[src/hw/rtl/char_lcd_bus_sequencer_defines.svh]
// Assertion macros for the LCD bus sequencer.
`ifndef CHAR_LCD_BUS_SEQUENCER_DEFINES_SVH
`define CHAR_LCD_BUS_SEQUENCER_DEFINES_SVH

`ifndef SYNTHESIS
`define CLBS_ASSERT_NOW(label, clk, rst_n, ante, cons) \
    label: assert property (@(posedge clk) disable iff (!rst_n) (ante) |-> (cons)) \
        else $error("assertion failed");
`define CLBS_ASSERT_NEXT(label, clk, rst_n, ante, cons) \
    label: assert property (@(posedge clk) disable iff (!rst_n) (ante) |=> (cons)) \
        else $error("assertion failed");
`else
`define CLBS_ASSERT_NOW(label, clk, rst_n, ante, cons)
`define CLBS_ASSERT_NEXT(label, clk, rst_n, ante, cons)
`endif

`endif

[src/hw/rtl/clbs_pkg.sv]
package clbs_pkg;

    typedef struct packed {
        logic       func;
        logic [7:0] byte_value;
        logic       reg_select;
    } cmd_item_t;

    typedef struct packed {
        logic        strobe_res;
        logic        rs_level;
        logic [7:0]  bus_value;
        logic [16:0] wait_us;
        logic        last;
    } evt_item_t;

    localparam int CfgIndexWidth = 2;
    localparam int CfgDataWidth  = 16;

    localparam logic [CfgIndexWidth-1:0] REG_BUS_EIGHT  = 2'd0;
    localparam logic [CfgIndexWidth-1:0] REG_SHORT_WAIT = 2'd1;
    localparam logic [CfgIndexWidth-1:0] REG_LONG_WAIT  = 2'd2;

    localparam logic [9:0]  SHORT_WAIT_RESET = 10'd38;
    localparam logic [15:0] LONG_WAIT_RESET  = 16'd1520;

    localparam logic [16:0] POWER_WAIT_US  = 17'd15000;
    localparam logic [16:0] WAKE1_EXTRA_US = 17'd4100;
    localparam logic [16:0] WAKE2_EXTRA_US = 17'd100;

    localparam int PcWidth = 4;
    localparam logic [PcWidth-1:0] PC_SEND = 4'd0;
    localparam logic [PcWidth-1:0] PC_INIT = 4'd1;
    localparam logic [PcWidth-1:0] PC_LAST = 4'd11;

    typedef enum logic [2:0] {
        WS_POWER,
        WS_SHORT,
        WS_WAKE1,
        WS_WAKE2,
        WS_LONG,
        WS_COND_LONG
    } wait_sel_t;

    typedef enum logic [1:0] {
        M_ANY,
        M_FOUR,
        M_EIGHT
    } mode_sel_t;

    typedef struct packed {
        logic       strobe;
        logic       byte_op;
        logic       use_input;
        logic [7:0] data;
        wait_sel_t  wait_sel;
        mode_sel_t  mode;
        logic       last;
    } ucode_t;

    // strobe, byte_op, use_input, data, wait, mode, last
    function automatic ucode_t ucode_rom(input logic [PcWidth-1:0] pc);
        ucode_t w;
        unique case (pc)
            4'd0:    w = '{1'b1, 1'b1, 1'b1, 8'h00, WS_COND_LONG, M_ANY,   1'b1};
            4'd1:    w = '{1'b0, 1'b0, 1'b0, 8'h00, WS_POWER,     M_ANY,   1'b0};
            4'd2:    w = '{1'b1, 1'b0, 1'b0, 8'h30, WS_WAKE1,     M_ANY,   1'b0};
            4'd3:    w = '{1'b1, 1'b0, 1'b0, 8'h30, WS_WAKE2,     M_ANY,   1'b0};
            4'd4:    w = '{1'b1, 1'b0, 1'b0, 8'h30, WS_SHORT,     M_ANY,   1'b0};
            4'd5:    w = '{1'b1, 1'b0, 1'b0, 8'h20, WS_SHORT,     M_FOUR,  1'b0};
            4'd6:    w = '{1'b1, 1'b1, 1'b0, 8'h28, WS_SHORT,     M_FOUR,  1'b0};
            4'd7:    w = '{1'b1, 1'b1, 1'b0, 8'h38, WS_SHORT,     M_EIGHT, 1'b0};
            4'd8:    w = '{1'b1, 1'b1, 1'b0, 8'h08, WS_SHORT,     M_ANY,   1'b0};
            4'd9:    w = '{1'b1, 1'b1, 1'b0, 8'h01, WS_LONG,      M_ANY,   1'b0};
            4'd10:   w = '{1'b1, 1'b1, 1'b0, 8'h06, WS_SHORT,     M_ANY,   1'b0};
            4'd11:   w = '{1'b1, 1'b1, 1'b0, 8'h0C, WS_SHORT,     M_ANY,   1'b1};
            default: w = '{1'b0, 1'b0, 1'b0, 8'h00, WS_SHORT,     M_ANY,   1'b1};
        endcase
        return w;
    endfunction

endpackage

[src/hw/rtl/char_lcd_bus_sequencer.sv]
// Channel | Direction | Handshake              | Item
// cmd     | in        | cmd_valid / cmd_ready  | cmd_item_t: func, byte_value, reg_select
// evt     | out       | evt_valid / evt_ready  | evt_item_t: one bus event
// cfg     | in        | cfg_write              | cfg_index, cfg_data
//
// A step counter walks a 12-word microcode table; each step emits at most one
// event per cycle into a single output register. A send emits one event (8-bit)
// or two nibble events (4-bit); init emits power wait, wake and setup events.
// One item is taken at a time; cmd_ready rises at the edge that registers the
// last event. The step counter holds while evt is stalled.
// Reset: idle, bus_eight_bits 0, short wait 38 us, long wait 1520 us.
`include "char_lcd_bus_sequencer_defines.svh"

module char_lcd_bus_sequencer
    import clbs_pkg::*;
(
    input  logic                     clk,
    input  logic                     rst_n,
    input  logic                     cmd_valid,
    output logic                     cmd_ready,
    input  cmd_item_t                cmd,
    output logic                     evt_valid,
    input  logic                     evt_ready,
    output evt_item_t                evt,
    input  logic                     cfg_write,
    input  logic [CfgIndexWidth-1:0] cfg_index,
    input  logic [CfgDataWidth-1:0]  cfg_data
);

    logic               eight_reg;
    logic [9:0]         short_reg;
    logic [15:0]        long_reg;

    logic               busy_reg, busy_next;
    logic [PcWidth-1:0] pc_reg, pc_next;
    logic               phase_reg, phase_next;
    logic               evt_valid_reg, evt_valid_next;
    evt_item_t          evt_reg, evt_next;
    logic [7:0]         byte_reg, byte_next;
    logic               rs_reg, rs_next;
    logic               cond_reg, cond_next;

    ucode_t             uw;
    logic               advance;
    logic               enabled;
    logic               split;
    logic               first_half;
    logic [7:0]         value;
    logic [16:0]        short_ext;
    logic [16:0]        extra;
    logic [16:0]        wait_val;

    always_ff @(posedge clk or negedge rst_n)
    begin
        if (!rst_n)
        begin
            eight_reg <= 1'b0;
            short_reg <= SHORT_WAIT_RESET;
            long_reg  <= LONG_WAIT_RESET;
        end
        else if (cfg_write)
        begin
            unique case (cfg_index)
                REG_BUS_EIGHT:  eight_reg <= cfg_data[0];
                REG_SHORT_WAIT: short_reg <= cfg_data[9:0];
                REG_LONG_WAIT:  long_reg  <= cfg_data;
                default:        ;
            endcase
        end
    end

    assign uw        = ucode_rom(pc_reg);
    assign advance   = busy_reg && (!evt_valid_reg || evt_ready);
    assign enabled   = (uw.mode == M_ANY) || ((uw.mode == M_FOUR) && !eight_reg)
                       || ((uw.mode == M_EIGHT) && eight_reg);
    assign split      = uw.byte_op && !eight_reg;
    assign first_half = split && !phase_reg;
    assign value      = uw.use_input ? byte_reg : uw.data;
    assign short_ext  = {7'd0, short_reg};

    always_comb
    begin
        extra = 17'd0;
        case (uw.wait_sel)
            WS_WAKE1:     extra = WAKE1_EXTRA_US;
            WS_WAKE2:     extra = WAKE2_EXTRA_US;
            WS_LONG:      extra = {1'b0, long_reg};
            WS_COND_LONG: extra = cond_reg ? {1'b0, long_reg} : 17'd0;
            default:      extra = 17'd0;
        endcase
        if (first_half)
        begin
            extra = 17'd0;
        end
        if (uw.wait_sel == WS_POWER)
        begin
            wait_val = POWER_WAIT_US;
        end
        else
        begin
            wait_val = short_ext + extra;
        end
    end

    always_comb
    begin
        busy_next      = busy_reg;
        pc_next        = pc_reg;
        phase_next     = phase_reg;
        evt_valid_next = evt_valid_reg;
        evt_next       = evt_reg;
        byte_next      = byte_reg;
        rs_next        = rs_reg;
        cond_next      = cond_reg;

        if (evt_valid_reg && evt_ready)
        begin
            evt_valid_next = 1'b0;
        end

        if (cmd_valid && !busy_reg)
        begin
            busy_next  = 1'b1;
            pc_next    = cmd.func ? PC_INIT : PC_SEND;
            phase_next = 1'b0;
            byte_next  = cmd.byte_value;
            rs_next    = cmd.reg_select;
            cond_next  = !cmd.reg_select && (cmd.byte_value[7:2] == 6'd0)
                         && (cmd.byte_value[1:0] != 2'd0);
        end

        if (advance)
        begin
            if (!enabled)
            begin
                pc_next = pc_reg + 4'd1;
            end
            else
            begin
                evt_valid_next      = 1'b1;
                evt_next.strobe_res = uw.strobe;
                evt_next.rs_level   = uw.strobe && uw.use_input && rs_reg;
                if (!uw.strobe)
                begin
                    evt_next.bus_value = 8'h00;
                end
                else if (split)
                begin
                    evt_next.bus_value = phase_reg ? {value[3:0], 4'h0}
                                                   : {value[7:4], 4'h0};
                end
                else
                begin
                    evt_next.bus_value = value;
                end
                evt_next.wait_us = wait_val;
                evt_next.last    = uw.last && !first_half;
                if (first_half)
                begin
                    phase_next = 1'b1;
                end
                else
                begin
                    phase_next = 1'b0;
                    if (uw.last)
                    begin
                        busy_next = 1'b0;
                    end
                    else
                    begin
                        pc_next = pc_reg + 4'd1;
                    end
                end
            end
        end
    end

    always_ff @(posedge clk or negedge rst_n)
    begin
        if (!rst_n)
        begin
            busy_reg      <= 1'b0;
            pc_reg        <= PC_SEND;
            phase_reg     <= 1'b0;
            evt_valid_reg <= 1'b0;
        end
        else
        begin
            busy_reg      <= busy_next;
            pc_reg        <= pc_next;
            phase_reg     <= phase_next;
            evt_valid_reg <= evt_valid_next;
        end
    end

    always_ff @(posedge clk)
    begin
        evt_reg  <= evt_next;
        byte_reg <= byte_next;
        rs_reg   <= rs_next;
        cond_reg <= cond_next;
    end

    assign cmd_ready = !busy_reg;
    assign evt_valid = evt_valid_reg;
    assign evt       = evt_reg;

    `CLBS_ASSERT_NOW(a_pc_range, clk, rst_n, busy_reg, pc_reg <= PC_LAST)
    `CLBS_ASSERT_NOW(a_phase_only_4bit, clk, rst_n, phase_reg, busy_reg && !eight_reg)
    `CLBS_ASSERT_NOW(a_wait_not_last, clk, rst_n, evt_valid && !evt.strobe_res, !evt.last)
    `CLBS_ASSERT_NEXT(a_half_then_second, clk, rst_n,
        advance && enabled && first_half, phase_reg && busy_reg)

endmodule
[config.mk]
export PLATFORM = sky130hd
export DESIGN_NAME = char_lcd_bus_sequencer
export DESIGN_NICKNAME = d
export VERILOG_FILES = /design/src/hw/rtl/clbs_pkg.sv /design/src/hw/rtl/char_lcd_bus_sequencer.sv
export VERILOG_INCLUDE_DIRS = /design/src /design/src/hw/rtl
export SDC_FILE = /design/constraint.sdc
export NUM_CORES = 1
export LEC_CHECK = 0
export ABC_AREA = 1
export BUFFER_PORTS_ARGS = -buffer_cell sky130_fd_sc_hd__clkbuf_2
export CAP_MARGIN = 0
export CELL_PAD_IN_SITES_DETAIL_PLACEMENT = 1
export CELL_PAD_IN_SITES_GLOBAL_PLACEMENT = 1
export CORE_ASPECT_RATIO = 0.6
export CORE_MARGIN = 8
export CORE_UTILIZATION = 40
export CTS_BUF_LIST = sky130_fd_sc_hd__clkbuf_8
export DETAILED_ROUTE_END_ITERATION = 16
export PLACE_DENSITY_LB_ADDON = 0.1
export SLEW_MARGIN = 10
export SYNTH_ARGS = -nofsm -noshare
export SYNTH_HDL_FRONTEND = slang
export SYNTH_SLANG_ARGS = --single-unit
[constraint.sdc]
create_clock -name clk -period 3.2 [get_ports clk]
set_clock_uncertainty 0.15 [all_clocks]
set_input_delay 0.16 -clock clk [delete_from_list [all_inputs] [get_ports clk]]
set_output_delay 0.16 -clock clk [all_outputs]
set_load 0.02 [all_outputs]
==> reports/metrics.yaml <==
multi_input_area_mm2: 0.00180
cts_tree: "yes"
async_reset_ff_share_pct: 47.2
path_max_fanout: 6
seqCellArea_mm2: 0.00201
fillers: 1077
cts_max_path_buffers: 2
r2r-start: "pc_reg[0]"
start_util_pct: 41.6
clk_latency_ps: 360
irDropWorstVdd_uv: 377
die-area_mm2: 0.0131
root_buffer: "clkbuf_8"
syn_area_mm2: 0.00385
dr.pass1.iters: 4
vias: 3442
place.gp.congestion: 0.880
dp_slack_ps: -110
p_switching_w: 0.00211
cts_num_sinks: 72
hpwl_um: 8670
slowest_delay_ps: 450
grt_pass1_vias: 3588
detail_route.iter0.violations: 170
drive_above_1_share_pct: 33.3
vias_per_cell: 5.02
powerDensity_mw_per_mm2: 919
hold_violations: 0
crit_path_frequent_cell: "nand2_1"
ys.flop_type: "edfxtp_1"
path_clk_slew_ps: 80
p_sw_share_pct: 43.6
post_synth.cell_area_avg_um2: 9.05
slowest_stage: "dfrtp_2"
synth_nets: 475
drv_cap: 0
yosys_warnings: 0
p_comb_share_pct: 51.2
internal_power_w: 0.00272
slew_headroom_pct: 41.6
largest_reg_flops: 28
crit_path_start_kind: "flop"
wl_met3_um: 830
grt_pass1_wl_um: 19100
ys_seq_elements: 72
synthCells: 425
path_cells: "inv_2, ha_4, nand2_2, nand2_4, buf_4, or3_4, nand2_1, nand2_1, inv_2, ha_4, nand2_1, nand2_1, a21oi_2, nand3_2, nand4_1, nand2_2, a21oi_1, o21ai_1"
worst_pin_slew_ps: 877
drtAntennaViolNets: 0
critical_path_class: "flop to flop"
htreeDepth: 3
rsz0062_at_grt: "true"
p_seq_share_pct: 32.2
fin_tns_setup_ps: 0
grt_start_max_net_pins: 35
yosysSeqAreaShare_pct: 52.1
grt_usage_pct: 18.6
dr_wl_met2_um: 5350
antenna_found_initial: 0
finalMaxSlewViolations: 0
status: "finished, final reports clean"
highest_layer: "met4"
overflow: 0
die_x_um: 143
setup_slack_ps: 99.7
wl_per_cell_um: 17.9
portBuffers: 62
cts_inserted_buffers: 9
nNetsFinal: 600
drc: 0
p_leak_nw: 2.43
arrival_ps: 3060
setup_viol: 0
min_path_type: "input port to async pin"
clockPowerShare_pct: 16.6
min_period_ps: 3100
diodes: 0
synth_edf_count: 38
die_h_um: 92.0
cp-end-kind: "flop"
coreArea_mm2: 0.00926
num_rows: 27
synth_cell_types: 46
clock.fmax_mhz: 323
ios: 63
routedLengthMet1_um: 5930
area_growth_pct: 36.8
final.period_utilization_pct: 96.9
startpoint: "pc_reg[0]"
wl_um: 12300
cp.required_ps: 3160
==> routing by layer <==
metal | track usage [%] | vias to the layer above
met5 | 0 | -
met4 | 4.93 | 0
met3 | 5.12 | 17
met2 | 27.7 | 110
met1 | 25.9 | 1657
li1 | - | 1658
==> synth_stat cells, drive strengths merged, types with 3 or more instances <==
cell	number	area, um^2
a21oi	18	90.1
nor2	37	154
mux2	5	56.3
o21bai	3	26.3
nand3	30	190
clkbuf	4	15.0
ha	16	200
edfxtp	38	1140
dfrtp	25	626
nand2	105	427
nand4	5	31.3
o21ai	37	185
nor3	3	20.0
inv	62	233
dfstp	9	236
==> timing repair <==
item / 4_1_cts / 5_1_grt
gates resized for setup: 8 / 48
hold buffers: 32 / 0
endpoints found under the hold margin: 65 / 0
endpoints found under the setup margin: 7 / 11
pin swaps: 1 / 12
buffers inserted: 5 / 5
==> placed cells by master, fill, tap and decap left out, types with 3 or more instances in the layout <==
master	n
o21ai_0	33
nand2_2	12
nor2_4	3
ha_1	7
a21oi_1	16
edfxtp_1	38
dfstp_2	9
inv_1	55
mux2_2	5
dlygate4sd3_1	32
nor2_1	28
buf_4	26
nand2_1	90
clkbuf_2	62
nand3_4	3
nand4_1	5
clkbuf_8	9
dfrtp_1	22
dfrtp_2	3
nand2_4	3
nand3_1	19
nand3_2	8
ha_4	8
inv_2	6
nor2_2	6
==> cells by family (layout without fill, tap and decap cells) <==
family	Yosys count	in the layout	synth area share (%)
compound gates	72	72	10.6
xor+xnor	3	3	0.683
fa+ha+maj	17	17	5.73
buf+inv	70	200	7.09
flops	72	72	52.1
mux	5	5	1.46
simple gates	186	186	22.3
==> per-stage QoR <==
stage / utilization [%] / power, W / hold slack (ps) / cell area, um^2 / cells
floorplan: - / 0.00287 / -286 / 3850 / 425
global placement: 47.6 / 0.00354 / 162 / 4410 / 627
detailed placement: 47.6 / 0.00363 / 176 / 4410 / 627
CTS: 54.0 / 0.00454 / 320 / 5000 / 680
global route: 56.8 / 0.00514 / 354 / 5260 / 685
finish: 56.8 / 0.00483 / 298 / 5260 / 685
==> final timing paths <==
path	depth (start not counted)	end	slack, ps
worst max-delay path	18	evt[12]	100
worst min-delay path	2	busy_reg	300
worst max register to register	18	evt[12]	100
worst min register to register	2	long_reg[2]	350
max in group asynchronous	2	pc_reg[0]	1990
min in group clk	2	long_reg[2]	350
==> critical path: cells and delay by family (launching register included) <==
| family | cells | cell delay [ps] |
|---|---|---|
| AOI/OAI and AO/OA | 3 | 390 |
| adders and majority gates | 2 | 430 |
| buffers and inverters | 3 | 310 |
| DFF | 1 | 450 |
| and+or+nand+nor | 10 | 1120 |
==> cell type report <==
class                      instances  share of cell area [%]
multi-input combinational        283                    34.2
clock inverter                     7                    1.83
timing repair buffer             120                    15.7
inverter                          64                    4.64
sequential                        72                    38.1
clock buffer                       9                    2.35
tap                              130                    3.09
==> power by group through the flow <==
stage | sequential [W] | combinational [W] | clock, W
after floorplan | 0.00176 | 0.00111 | 0
after global placement | 0.00153 | 0.00201 | 0
after detailed placement | 0.00155 | 0.00208 | 0
after CTS | 0.00153 | 0.00219 | 0.000820
after global routing | 0.00159 | 0.00269 | 0.000859
final | 0.00155 | 0.00247 | 0.000804
(Power assumes the default switching activity.)
